### src/hw/rtl/kwm_pkg.sv
// ----------------------------------------------------------------------------
// kwm_pkg
// Types, constants and helpers shared by the k-way merge heap.
// ----------------------------------------------------------------------------
package kwm_pkg;

   localparam int MAX_RUNS = 16;
   localparam int KEY_BITS = 32;

   localparam int IDX_W    = $clog2(MAX_RUNS);
   localparam int CNT_W    = $clog2(MAX_RUNS + 1);
   localparam int CHD_W    = IDX_W + 2;

   localparam int CMD_W    = 2;
   localparam int RUN_W    = 4;
   localparam int IO_KEY_W = 32;
   localparam int ROW_W    = 32;
   localparam int NUM_W    = 5;

   localparam logic [NUM_W-1:0] NUM_RUNS_RST = NUM_W'(16);

   typedef enum logic [CMD_W-1:0] {
      CMD_START = 2'd0,
      CMD_PUSH  = 2'd1,
      CMD_END   = 2'd2
   } cmd_type;

   typedef enum logic [3:0] {
      ST_IDLE,
      ST_UP_CMP,
      ST_UP_FIN,
      ST_POP_CHK,
      ST_POP_ROOT,
      ST_POP_LAST,
      ST_DN_CHK,
      ST_DN_RDR,
      ST_DN_CMP
   } state_type;

   typedef struct packed {
      logic signed [KEY_BITS-1:0] key;
      logic [ROW_W-1:0]           row;
      logic [RUN_W-1:0]           run;
   } rec_type;

   typedef struct packed {
      logic             en;
      logic [IDX_W-1:0] addr;
      rec_type          data;
   } ram_wr_type;

   typedef struct packed {
      logic             en;
      logic [IDX_W-1:0] addr;
   } ram_rd_type;

   typedef struct packed {
      logic    load;
      rec_type rec;
   } pop_type;

   // Ascending by signed key, equal keys by ascending row id.
   function automatic logic rec_less(rec_type a, rec_type b);
      logic res;
      if (a.key != b.key) begin
         res = ($signed(a.key) < $signed(b.key));
      end else begin
         res = (a.row < b.row);
      end
      return res;
   endfunction

   function automatic logic [KEY_BITS-1:0] norm_key(logic [IO_KEY_W-1:0] k);
      logic [IO_KEY_W+KEY_BITS-1:0] wide;
      wide = {{KEY_BITS{k[IO_KEY_W-1]}}, k};
      return wide[KEY_BITS-1:0];
   endfunction

   function automatic logic [IO_KEY_W-1:0] out_key_of(logic [KEY_BITS-1:0] k);
      logic [IO_KEY_W+KEY_BITS-1:0] wide;
      wide = {{IO_KEY_W{k[KEY_BITS-1]}}, k};
      return wide[IO_KEY_W-1:0];
   endfunction

   function automatic logic [IDX_W-1:0] parent_of(logic [IDX_W-1:0] i);
      return IDX_W'((i - 1'b1) >> 1);
   endfunction

endpackage

### src/hw/rtl/kwm_req_if.sv
// ----------------------------------------------------------------------------
// kwm_req_if
// Command channel into the merge heap: start, push and run-end commands.
// ----------------------------------------------------------------------------
interface kwm_req_if
   import kwm_pkg::*;
();
   logic                valid;
   logic                ready;
   logic [CMD_W-1:0]    cmd;
   logic [RUN_W-1:0]    run;
   logic [IO_KEY_W-1:0] key;
   logic [ROW_W-1:0]    row_id;

   modport source (output valid, cmd, run, key, row_id, input ready);
   modport sink   (input valid, cmd, run, key, row_id, output ready);
endinterface

### src/hw/rtl/kwm_rsp_if.sv
// ----------------------------------------------------------------------------
// kwm_rsp_if
// Result channel out of the merge heap: popped record and its run.
// ----------------------------------------------------------------------------
interface kwm_rsp_if
   import kwm_pkg::*;
();
   logic                valid;
   logic                ready;
   logic [IO_KEY_W-1:0] out_key;
   logic [ROW_W-1:0]    out_row_id;
   logic [RUN_W-1:0]    refill_run;

   modport source (output valid, out_key, out_row_id, refill_run, input ready);
   modport sink   (input valid, out_key, out_row_id, refill_run, output ready);
endinterface

### src/hw/rtl/kwm_heap_ram.sv
// ----------------------------------------------------------------------------
// kwm_heap_ram
// Heap record store: one write port, one read port, registered read data.
// ----------------------------------------------------------------------------
module kwm_heap_ram
   import kwm_pkg::*;
(
   input  logic       clock,
   input  ram_wr_type wr,
   input  ram_rd_type rd,
   output rec_type    rd_data
);

   rec_type mem [MAX_RUNS];
   rec_type rd_data_ff;

   always_ff @(posedge clock) begin
      if (wr.en) begin
         mem[wr.addr] <= wr.data;
      end
      if (rd.en) begin
         rd_data_ff <= mem[rd.addr];
      end
   end

   assign rd_data = rd_data_ff;

endmodule

### src/hw/rtl/kwm_ctrl.sv
// ----------------------------------------------------------------------------
// kwm_ctrl
// Command decode and heap sequencer: sift-up on push, sift-down on pop.
// ----------------------------------------------------------------------------
module kwm_ctrl
   import kwm_pkg::*;
(
   input  logic             clock,
   input  logic             reset,
   input  logic [NUM_W-1:0] num_runs,
   kwm_req_if.sink          req,
   input  logic             rsp_free,
   output ram_wr_type       ram_wr,
   output ram_rd_type       ram_rd,
   input  rec_type          ram_q,
   output pop_type          pop
);

   state_type        state_ff, state_in;
   logic [CNT_W-1:0] size_ff, size_in;
   logic [CNT_W-1:0] active_ff, active_in;
   logic [IDX_W-1:0] idx_ff, idx_in;
   rec_type          rec_ff, rec_in;
   rec_type          child_ff, child_in;

   rec_type          in_rec;
   logic [IDX_W-1:0] in_idx;
   logic [IDX_W-1:0] par;
   logic [CHD_W-1:0] lft, rgt, size_x;
   logic             pop_need;
   logic             l_less;
   rec_type          best;
   logic [CHD_W-1:0] best_idx;

   assign in_rec.key = norm_key(req.key);
   assign in_rec.row = req.row_id;
   assign in_rec.run = req.run;
   assign in_idx     = size_ff[IDX_W-1:0];

   assign par      = parent_of(idx_ff);
   assign lft      = {1'b0, idx_ff, 1'b1};
   assign rgt      = lft + 1'b1;
   assign size_x   = CHD_W'(size_ff);
   assign pop_need = (size_ff != '0) && (size_ff >= active_ff);

   always_ff @(posedge clock) begin
      if (reset) begin
         state_ff  <= ST_IDLE;
         size_ff   <= '0;
         active_ff <= '0;
      end else begin
         state_ff  <= state_in;
         size_ff   <= size_in;
         active_ff <= active_in;
      end
   end

   always_ff @(posedge clock) begin
      idx_ff   <= idx_in;
      rec_ff   <= rec_in;
      child_ff <= child_in;
   end

   always_comb begin
      state_in     = state_ff;
      size_in      = size_ff;
      active_in    = active_ff;
      idx_in       = idx_ff;
      rec_in       = rec_ff;
      child_in     = child_ff;
      ram_wr       = '0;
      ram_rd       = '0;
      pop.load     = 1'b0;
      pop.rec      = ram_q;
      req.ready    = 1'b0;
      l_less       = 1'b0;
      best         = rec_ff;
      best_idx     = CHD_W'(idx_ff);

      unique case (state_ff)
         ST_IDLE: begin
            req.ready = 1'b1;
            if (req.valid) begin
               unique case (req.cmd)
                  CMD_START: begin
                     size_in = '0;
                     if (int'(num_runs) > MAX_RUNS) begin
                        active_in = CNT_W'(MAX_RUNS);
                     end else begin
                        active_in = CNT_W'(num_runs);
                     end
                  end
                  CMD_PUSH: begin
                     if ((active_ff != '0) && (size_ff < active_ff)
                         && (int'(size_ff) < MAX_RUNS)) begin
                        size_in = size_ff + 1'b1;
                        rec_in  = in_rec;
                        idx_in  = in_idx;
                        if (in_idx == '0) begin
                           ram_wr   = '{en: 1'b1, addr: '0, data: in_rec};
                           state_in = ST_POP_CHK;
                        end else begin
                           ram_rd   = '{en: 1'b1, addr: parent_of(in_idx)};
                           state_in = ST_UP_CMP;
                        end
                     end
                  end
                  CMD_END: begin
                     if (active_ff != '0) begin
                        active_in = active_ff - 1'b1;
                        state_in  = ST_POP_CHK;
                     end
                  end
                  default: ;
               endcase
            end
         end

         // The new record travels up as a hole; parents move down into it.
         ST_UP_CMP: begin
            if (rec_less(rec_ff, ram_q)) begin
               ram_wr = '{en: 1'b1, addr: idx_ff, data: ram_q};
               idx_in = par;
               if (par == '0) begin
                  state_in = ST_UP_FIN;
               end else begin
                  ram_rd = '{en: 1'b1, addr: parent_of(par)};
               end
            end else begin
               ram_wr   = '{en: 1'b1, addr: idx_ff, data: rec_ff};
               state_in = ST_POP_CHK;
            end
         end

         ST_UP_FIN: begin
            ram_wr   = '{en: 1'b1, addr: idx_ff, data: rec_ff};
            state_in = ST_POP_CHK;
         end

         // A pop waits here until the result register can take the root.
         ST_POP_CHK: begin
            if (!pop_need) begin
               state_in = ST_IDLE;
            end else if (rsp_free) begin
               ram_rd   = '{en: 1'b1, addr: '0};
               size_in  = size_ff - 1'b1;
               state_in = ST_POP_ROOT;
            end
         end

         ST_POP_ROOT: begin
            pop.load = 1'b1;
            if (size_ff == '0) begin
               state_in = ST_IDLE;
            end else begin
               ram_rd   = '{en: 1'b1, addr: size_ff[IDX_W-1:0]};
               state_in = ST_POP_LAST;
            end
         end

         ST_POP_LAST: begin
            rec_in   = ram_q;
            idx_in   = '0;
            state_in = ST_DN_CHK;
         end

         ST_DN_CHK: begin
            if (lft < size_x) begin
               ram_rd   = '{en: 1'b1, addr: lft[IDX_W-1:0]};
               state_in = ST_DN_RDR;
            end else begin
               ram_wr   = '{en: 1'b1, addr: idx_ff, data: rec_ff};
               state_in = ST_IDLE;
            end
         end

         ST_DN_RDR: begin
            child_in = ram_q;
            if (rgt < size_x) begin
               ram_rd   = '{en: 1'b1, addr: rgt[IDX_W-1:0]};
               state_in = ST_DN_CMP;
            end else if (rec_less(ram_q, rec_ff)) begin
               ram_wr   = '{en: 1'b1, addr: idx_ff, data: ram_q};
               idx_in   = lft[IDX_W-1:0];
               state_in = ST_DN_CHK;
            end else begin
               ram_wr   = '{en: 1'b1, addr: idx_ff, data: rec_ff};
               state_in = ST_IDLE;
            end
         end

         // Left child is in child_ff, right child on the read port.
         ST_DN_CMP: begin
            l_less = rec_less(child_ff, rec_ff);
            if (l_less) begin
               best     = child_ff;
               best_idx = lft;
            end
            if (rec_less(ram_q, best)) begin
               best     = ram_q;
               best_idx = rgt;
            end
            if (best_idx == CHD_W'(idx_ff)) begin
               ram_wr   = '{en: 1'b1, addr: idx_ff, data: rec_ff};
               state_in = ST_IDLE;
            end else begin
               ram_wr   = '{en: 1'b1, addr: idx_ff, data: best};
               idx_in   = best_idx[IDX_W-1:0];
               state_in = ST_DN_CHK;
            end
         end

         default: state_in = ST_IDLE;
      endcase
   end

   a_idle_size: assert property (@(posedge clock) disable iff (reset)
      (state_ff == ST_IDLE) |-> ((size_ff == '0) || (size_ff < active_ff)))
      else $error("heap holds a full set of heads while idle");

   a_port_clash: assert property (@(posedge clock) disable iff (reset)
      (ram_wr.en && ram_rd.en) |-> (ram_wr.addr != ram_rd.addr))
      else $error("heap store read and written at the same entry");

   a_pop_slot: assert property (@(posedge clock) disable iff (reset)
      pop.load |-> (rsp_free && $past(state_ff) == ST_POP_CHK))
      else $error("root popped while the result register is busy");

endmodule

### src/hw/rtl/k_way_merge_heap.sv
// ----------------------------------------------------------------------------
// k_way_merge_heap
// Merges up to MAX_RUNS sorted runs through a min-heap of run heads.
// ----------------------------------------------------------------------------
//  Channel   Direction  Handshake     Payload
//  req_if    in         valid/ready   cmd, run, key, row_id
//  rsp_if    out        valid/ready   out_key, out_row_id, refill_run
//  csr_*     in         csr_we        csr_wdata = num_runs
//
//  Start and ignored commands are handled in the idle state; a run end adds the pop check.
//  A push into an empty heap writes the root directly; else it compares with each parent in
//  turn as it rises. A pop reads the root and, unless that empties the heap, takes the last
//  entry to the top and sinks it, reading the children through the single read port of the store.
//  Reset is synchronous and empties the heap; the store itself is not cleared.
//  A pop stalls before reading the root while an earlier result is untaken.
// ----------------------------------------------------------------------------
module k_way_merge_heap
   import kwm_pkg::*;
(
   input  logic             clock,
   input  logic             reset,
   input  logic             csr_we,
   input  logic [NUM_W-1:0] csr_wdata,
   kwm_req_if.sink          req_if,
   kwm_rsp_if.source        rsp_if
);

   logic [NUM_W-1:0] num_runs_ff;
   logic             rsp_valid_ff, rsp_valid_in;
   rec_type          rsp_rec_ff;
   logic             rsp_free;
   ram_wr_type       ram_wr;
   ram_rd_type       ram_rd;
   rec_type          ram_q;
   pop_type          pop;

   always_ff @(posedge clock) begin
      if (reset) begin
         num_runs_ff <= NUM_RUNS_RST;
      end else if (csr_we) begin
         num_runs_ff <= csr_wdata;
      end
   end

   kwm_ctrl u_ctrl (
      .clock    (clock),
      .reset    (reset),
      .num_runs (num_runs_ff),
      .req      (req_if),
      .rsp_free (rsp_free),
      .ram_wr   (ram_wr),
      .ram_rd   (ram_rd),
      .ram_q    (ram_q),
      .pop      (pop)
   );

   kwm_heap_ram u_ram (
      .clock   (clock),
      .wr      (ram_wr),
      .rd      (ram_rd),
      .rd_data (ram_q)
   );

   // The result register frees up in the cycle its transfer completes.
   assign rsp_free = !rsp_valid_ff || rsp_if.ready;

   always_comb begin
      rsp_valid_in = rsp_valid_ff;
      if (pop.load) begin
         rsp_valid_in = 1'b1;
      end else if (rsp_if.ready) begin
         rsp_valid_in = 1'b0;
      end
   end

   always_ff @(posedge clock) begin
      if (reset) begin
         rsp_valid_ff <= 1'b0;
      end else begin
         rsp_valid_ff <= rsp_valid_in;
      end
   end

   always_ff @(posedge clock) begin
      if (pop.load) begin
         rsp_rec_ff <= pop.rec;
      end
   end

   assign rsp_if.valid      = rsp_valid_ff;
   assign rsp_if.out_key    = out_key_of(rsp_rec_ff.key);
   assign rsp_if.out_row_id = rsp_rec_ff.row;
   assign rsp_if.refill_run = rsp_rec_ff.run;

endmodule
### src/flat_wrapper.sv
// flat-port wrapper written by rule: the top's interface ports become plain ports
module k_way_merge_heap_flat import kwm_pkg::*;
  (clock, reset, csr_we, csr_wdata, req_if_valid, req_if_cmd, req_if_run, req_if_key, req_if_row_id, req_if_ready, rsp_if_valid, rsp_if_out_key, rsp_if_out_row_id, rsp_if_refill_run, rsp_if_ready);
  kwm_req_if req_if_i ();
  kwm_rsp_if rsp_if_i ();
  input  logic clock;
  input  logic reset;
  input  logic csr_we;
  input  logic [NUM_W-1:0] csr_wdata;
  input wire logic [$bits(req_if_i.valid)-1:0] req_if_valid;
  input wire logic [$bits(req_if_i.cmd)-1:0] req_if_cmd;
  input wire logic [$bits(req_if_i.run)-1:0] req_if_run;
  input wire logic [$bits(req_if_i.key)-1:0] req_if_key;
  input wire logic [$bits(req_if_i.row_id)-1:0] req_if_row_id;
  output wire logic [$bits(req_if_i.ready)-1:0] req_if_ready;
  output wire logic [$bits(rsp_if_i.valid)-1:0] rsp_if_valid;
  output wire logic [$bits(rsp_if_i.out_key)-1:0] rsp_if_out_key;
  output wire logic [$bits(rsp_if_i.out_row_id)-1:0] rsp_if_out_row_id;
  output wire logic [$bits(rsp_if_i.refill_run)-1:0] rsp_if_refill_run;
  input wire logic [$bits(rsp_if_i.ready)-1:0] rsp_if_ready;
  assign req_if_i.valid = req_if_valid;
  assign req_if_i.cmd = req_if_cmd;
  assign req_if_i.run = req_if_run;
  assign req_if_i.key = req_if_key;
  assign req_if_i.row_id = req_if_row_id;
  assign req_if_ready = req_if_i.ready;
  assign rsp_if_valid = rsp_if_i.valid;
  assign rsp_if_out_key = rsp_if_i.out_key;
  assign rsp_if_out_row_id = rsp_if_i.out_row_id;
  assign rsp_if_refill_run = rsp_if_i.refill_run;
  assign rsp_if_i.ready = rsp_if_ready;
  k_way_merge_heap u_core (.clock(clock), .reset(reset), .csr_we(csr_we), .csr_wdata(csr_wdata), .req_if(req_if_i), .rsp_if(rsp_if_i));
endmodule
### config.mk
export PLATFORM = sky130hd
export DESIGN_NAME = k_way_merge_heap_flat
export DESIGN_NICKNAME = d
export VERILOG_FILES = /design/src/hw/rtl/kwm_pkg.sv /design/src/hw/rtl/kwm_req_if.sv /design/src/hw/rtl/kwm_rsp_if.sv /design/src/hw/rtl/kwm_heap_ram.sv /design/src/hw/rtl/kwm_ctrl.sv /design/src/hw/rtl/k_way_merge_heap.sv /design/src/flat_wrapper.sv
export SDC_FILE = /design/constraint.sdc
export NUM_CORES = 2
export LEC_CHECK = 0
export ABC_AREA = 1
export BUFFER_PORTS_ARGS = -buffer_cell sky130_fd_sc_hd__buf_2
export CAP_MARGIN = 30
export CORE_MARGIN = 1.5
export CORE_UTILIZATION = 46
export CTS_BUF_LIST = sky130_fd_sc_hd__clkbuf_16
export DETAILED_ROUTE_END_ITERATION = 10
export PLACE_DENSITY_LB_ADDON = 0.25
export SKIP_LAST_GASP = 1
export SYNTH_ARGS = -nofsm -noshare
export SYNTH_HDL_FRONTEND = slang
export SYNTH_SLANG_ARGS = --single-unit
### constraint.sdc
create_clock -name clock -period 11.05 [get_ports clock]
set_input_delay 1.105 -clock clock [delete_from_list [all_inputs] [get_ports clock]]
set_output_delay 1.105 -clock clock [all_outputs]
set_load 0.02 [all_outputs]
==> impl_metrics.json <==
{
  "antenna_left": 0,
  "grt_pass1_vias": 40000,
  "cts_inserted_buffers": 143,
  "ff2ff_path_depth": 28,
  "setup_violations": 0,
  "maxSlewViolCount": 0,
  "final_cell_mix": "1364 x edfxtp_1, 1306 x nand2_1, 408 x mux2_2, 379 x nand3_1, 239 x a21oi_1",
  "final_layout_size_suffix_gt1_share_pct": 16.8,
  "htree_num_levels": 4,
  "port-buffer-count": 149,
  "synth_cells": 5094,
  "cts_tree": "built",
  "path_buf_inv": 4,
  "period_share_pct": 86.9,
  "fp.coreArea_um2": 136000,
  "gp_congestion": 0.890,
  "fin_setup_tns_ps": 0,
  "dieArea_um2": 139000,
  "yosysWarningCount": 0,
  "cap_viol_max_count": 0,
  "track_usage_pct": 26.0,
  "ys_types": 51,
  "worstPathRequired_ps": 11450,
  "cts_resized": 0,
  "cp_slowest_stage_delay_ps": 1230,
  "overflow": 0,
  "synth_seq_cells": 1384,
  "path_class": "flip-flop to flip-flop",
  "hold_class": "flip-flop to flip-flop",
  "clock_path_buffers": 3,
  "antenna_found_initial": 14,
  "crit_family": "simple AND/OR/NAND/NOR gates",
  "die_x_um": 373,
  "drt-wirelength-per-cell_um": 26.0,
  "tightest_slew_ps": 1210,
  "clock_sinks": 1384,
  "area_delta_synth_final_pct": 11.8,
  "fmax_ghz": 0.104,
  "grt_max_degree": 190,
  "rows": 135,
  "final_common_cell": "edfxtp_1",
  "p_per_area_nw_per_um2": 233,
  "totalWireLength_um": 184000,
  "grt_setup_unrepaired": "no",
  "path_clk_slew_ps": 60,
  "ys_async_sr_fraction_pct": 0,
  "root_buffer": "clkbuf_16",
  "crit_slowest_cell": "o211ai_1",
  "syn-num-nets": 5384,
  "arrival_ps": 9990,
  "instances_no_fill": 7073,
  "min_path_cells": 2,
  "skew_ps": 32.0,
  "vdd_drop_max_uv": 245,
  "p_leak_nw": 25.6,
  "io_pins": 150,
  "critPathLaunchType": "flip-flop",
  "drt_pre_antenna_iters": 6,
  "avgSynthCellArea_um2": 12.4,
  "synth_area_um2": 62900,
  "post_cts_buffers": 0,
  "postCtsHoldBufs": 0,
  "cp_max_fo": 79,
  "worst_setup_path_end_kind": "flip-flop",
  "dp_hpwl_um": 101000,
  "drt_iter0_markers": 5014,
  "synth_flop_cell": "edfxtp_1",
  "dieHeight_um": 373,
  "initial_core_util_pct": 46.4,
  "hold-worst-slack_ps": 507,
  "slew_headroom_pct": 19.1,
  "yosysSeqAreaShare_pct": 65.7,
  "totalPowerFinal_mw": 16.4,
  "synth_edf_count": 1364,
  "nets": 5470,
  "fin_crit_ps": 9600,
  "drc": 0,
  "grt_first_pass_wirelength_um": 268000,
  "hold_violations": 0,
  "dp.cells": 6812,
  "clk-insertion-delay-late_ps": 790,
  "vias_per_cell": 5.94,
  "status": "finished, final reports clean",
  "vias": 42000,
  "crit_cells": 28
}
[cell type report]
cell class	count	area, um2
Inverter	183	708
Clock inverter	106	912
Multi-Input combinational cell	3245	20000
Sequential cell	1384	41400
Clock buffer	147	3680
Antenna cell	4	10.0
Tap cell	1781	2230
Timing Repair Buffer	223	1480
Fill cell	11400	65300
[logic make-up after synthesis]
logic type,synth area share [%]
mux,7.30
simple gates,12.1
compound gates,7.65
xor+xnor,0.139
fa+ha+maj,4.18
flops,65.7
buf+inv,2.94
[power breakdown]
part	internal (mW)	switching [mW]	total, mW
Clock	2.78	2.02	4.79
Sequential	7.06	0.312	7.37
Combinational	1.24	3.02	4.26
[registers in the layout (all words and copies together) (netlist names)]
| name | flops |
|---|---|
| u_core.u_ram.mem | 1088 |
| u_core.u_ctrl.child_ff | 68 |
| u_core.u_ctrl.rec_ff | 68 |
| u_core.u_ram.rd_data | 68 |
| u_core.rsp_if.out_key | 32 |
| u_core.rsp_if.out_row_id | 32 |
| u_core.num_runs_ff | 5 |
| u_core.u_ctrl.active_ff | 5 |
| u_core.u_ctrl.size_ff | 5 |
| u_core.rsp_if.refill_run | 4 |
| u_core.u_ctrl.idx_ff | 4 |
| u_core.u_ctrl.state_ff | 4 |
| u_core.rsp_if.valid | 1 |
[per-stage QoR]
step           utilization (%)  worst slack (ps)  instance area (um2)
5_1_grt                   51.9              1120                70300
6_report                  51.9              1450                70400
3_3_place_gp              48.4              2020                65600
3_5_place_dp              48.5              1730                65700
4_1_cts                   51.8              1660                70300
2_1_floorplan                -              3030                62900
[metal layers]
metal  vias to the layer above  global-route usage (%)  wire, um
met3                       292                    4.52     16400
met5                         -                       0        30
met1                     20900                    37.1     78800
met4                         6                    7.98      4780
met2                      1947                    40.6     84200
li1                      18800                       -         -
[cells in the mapped netlist (7+ instances only)]
cell type     n  area [um2]
o22ai_1       7        43.8
clkbuf_1    190         713
edfxtp_1   1364       41000
a221oi_1     20         175
nand3_1     379        1900
mux2_2      408        4590
dfxtp_1      20         400
nand2_1    1313        4930
buf_1        17        63.8
nor3_1       13        65.1
o211ai_2      9         113
inv_1       179         672
nor4_1        7        43.8
ha_1        210        2630
a31oi_1      10        62.6
o2111ai_1    50         438
a211oi_1     14         105
o211ai_1    149        1120
o221ai_1      9        78.8
o21ai_0     178         891
nor2_1      106         398
o21ai_1      10        50.1
buf_2        72         360
a22oi_1      50         375
o21a_1        8        60.1
a21oi_1     241        1210
nand4_1      19         119
[worst register-to-register path: cells and delay by family (launching register included)]
family,cells,cell delay [ps]
AOI/OAI and AO/OA,3,1920
adders and majority gates,2,820
buffers and inverters,4,1410
DFF,1,380
and+or+nand+nor,19,4670
[final timing paths]
kind | start | to | slack, ps
worst max-delay path | u_core.u_ctrl.rec_ff[67]$_DFFE_PP_ | u_core.u_ram.mem[6][30]$_DFFE_PP_ | 1450
worst min-delay path | u_core.u_ctrl.state_ff[0]$_SDFFE_PP0P_ | u_core.u_ctrl.state_ff[0]$_SDFFE_PP0P_ | 510
worst max register to register | u_core.u_ctrl.rec_ff[67]$_DFFE_PP_ | u_core.u_ram.mem[6][30]$_DFFE_PP_ | 1450
worst min register to register | u_core.u_ctrl.state_ff[0]$_SDFFE_PP0P_ | u_core.u_ctrl.state_ff[0]$_SDFFE_PP0P_ | 510
Power figures use the tool's default switching activity.
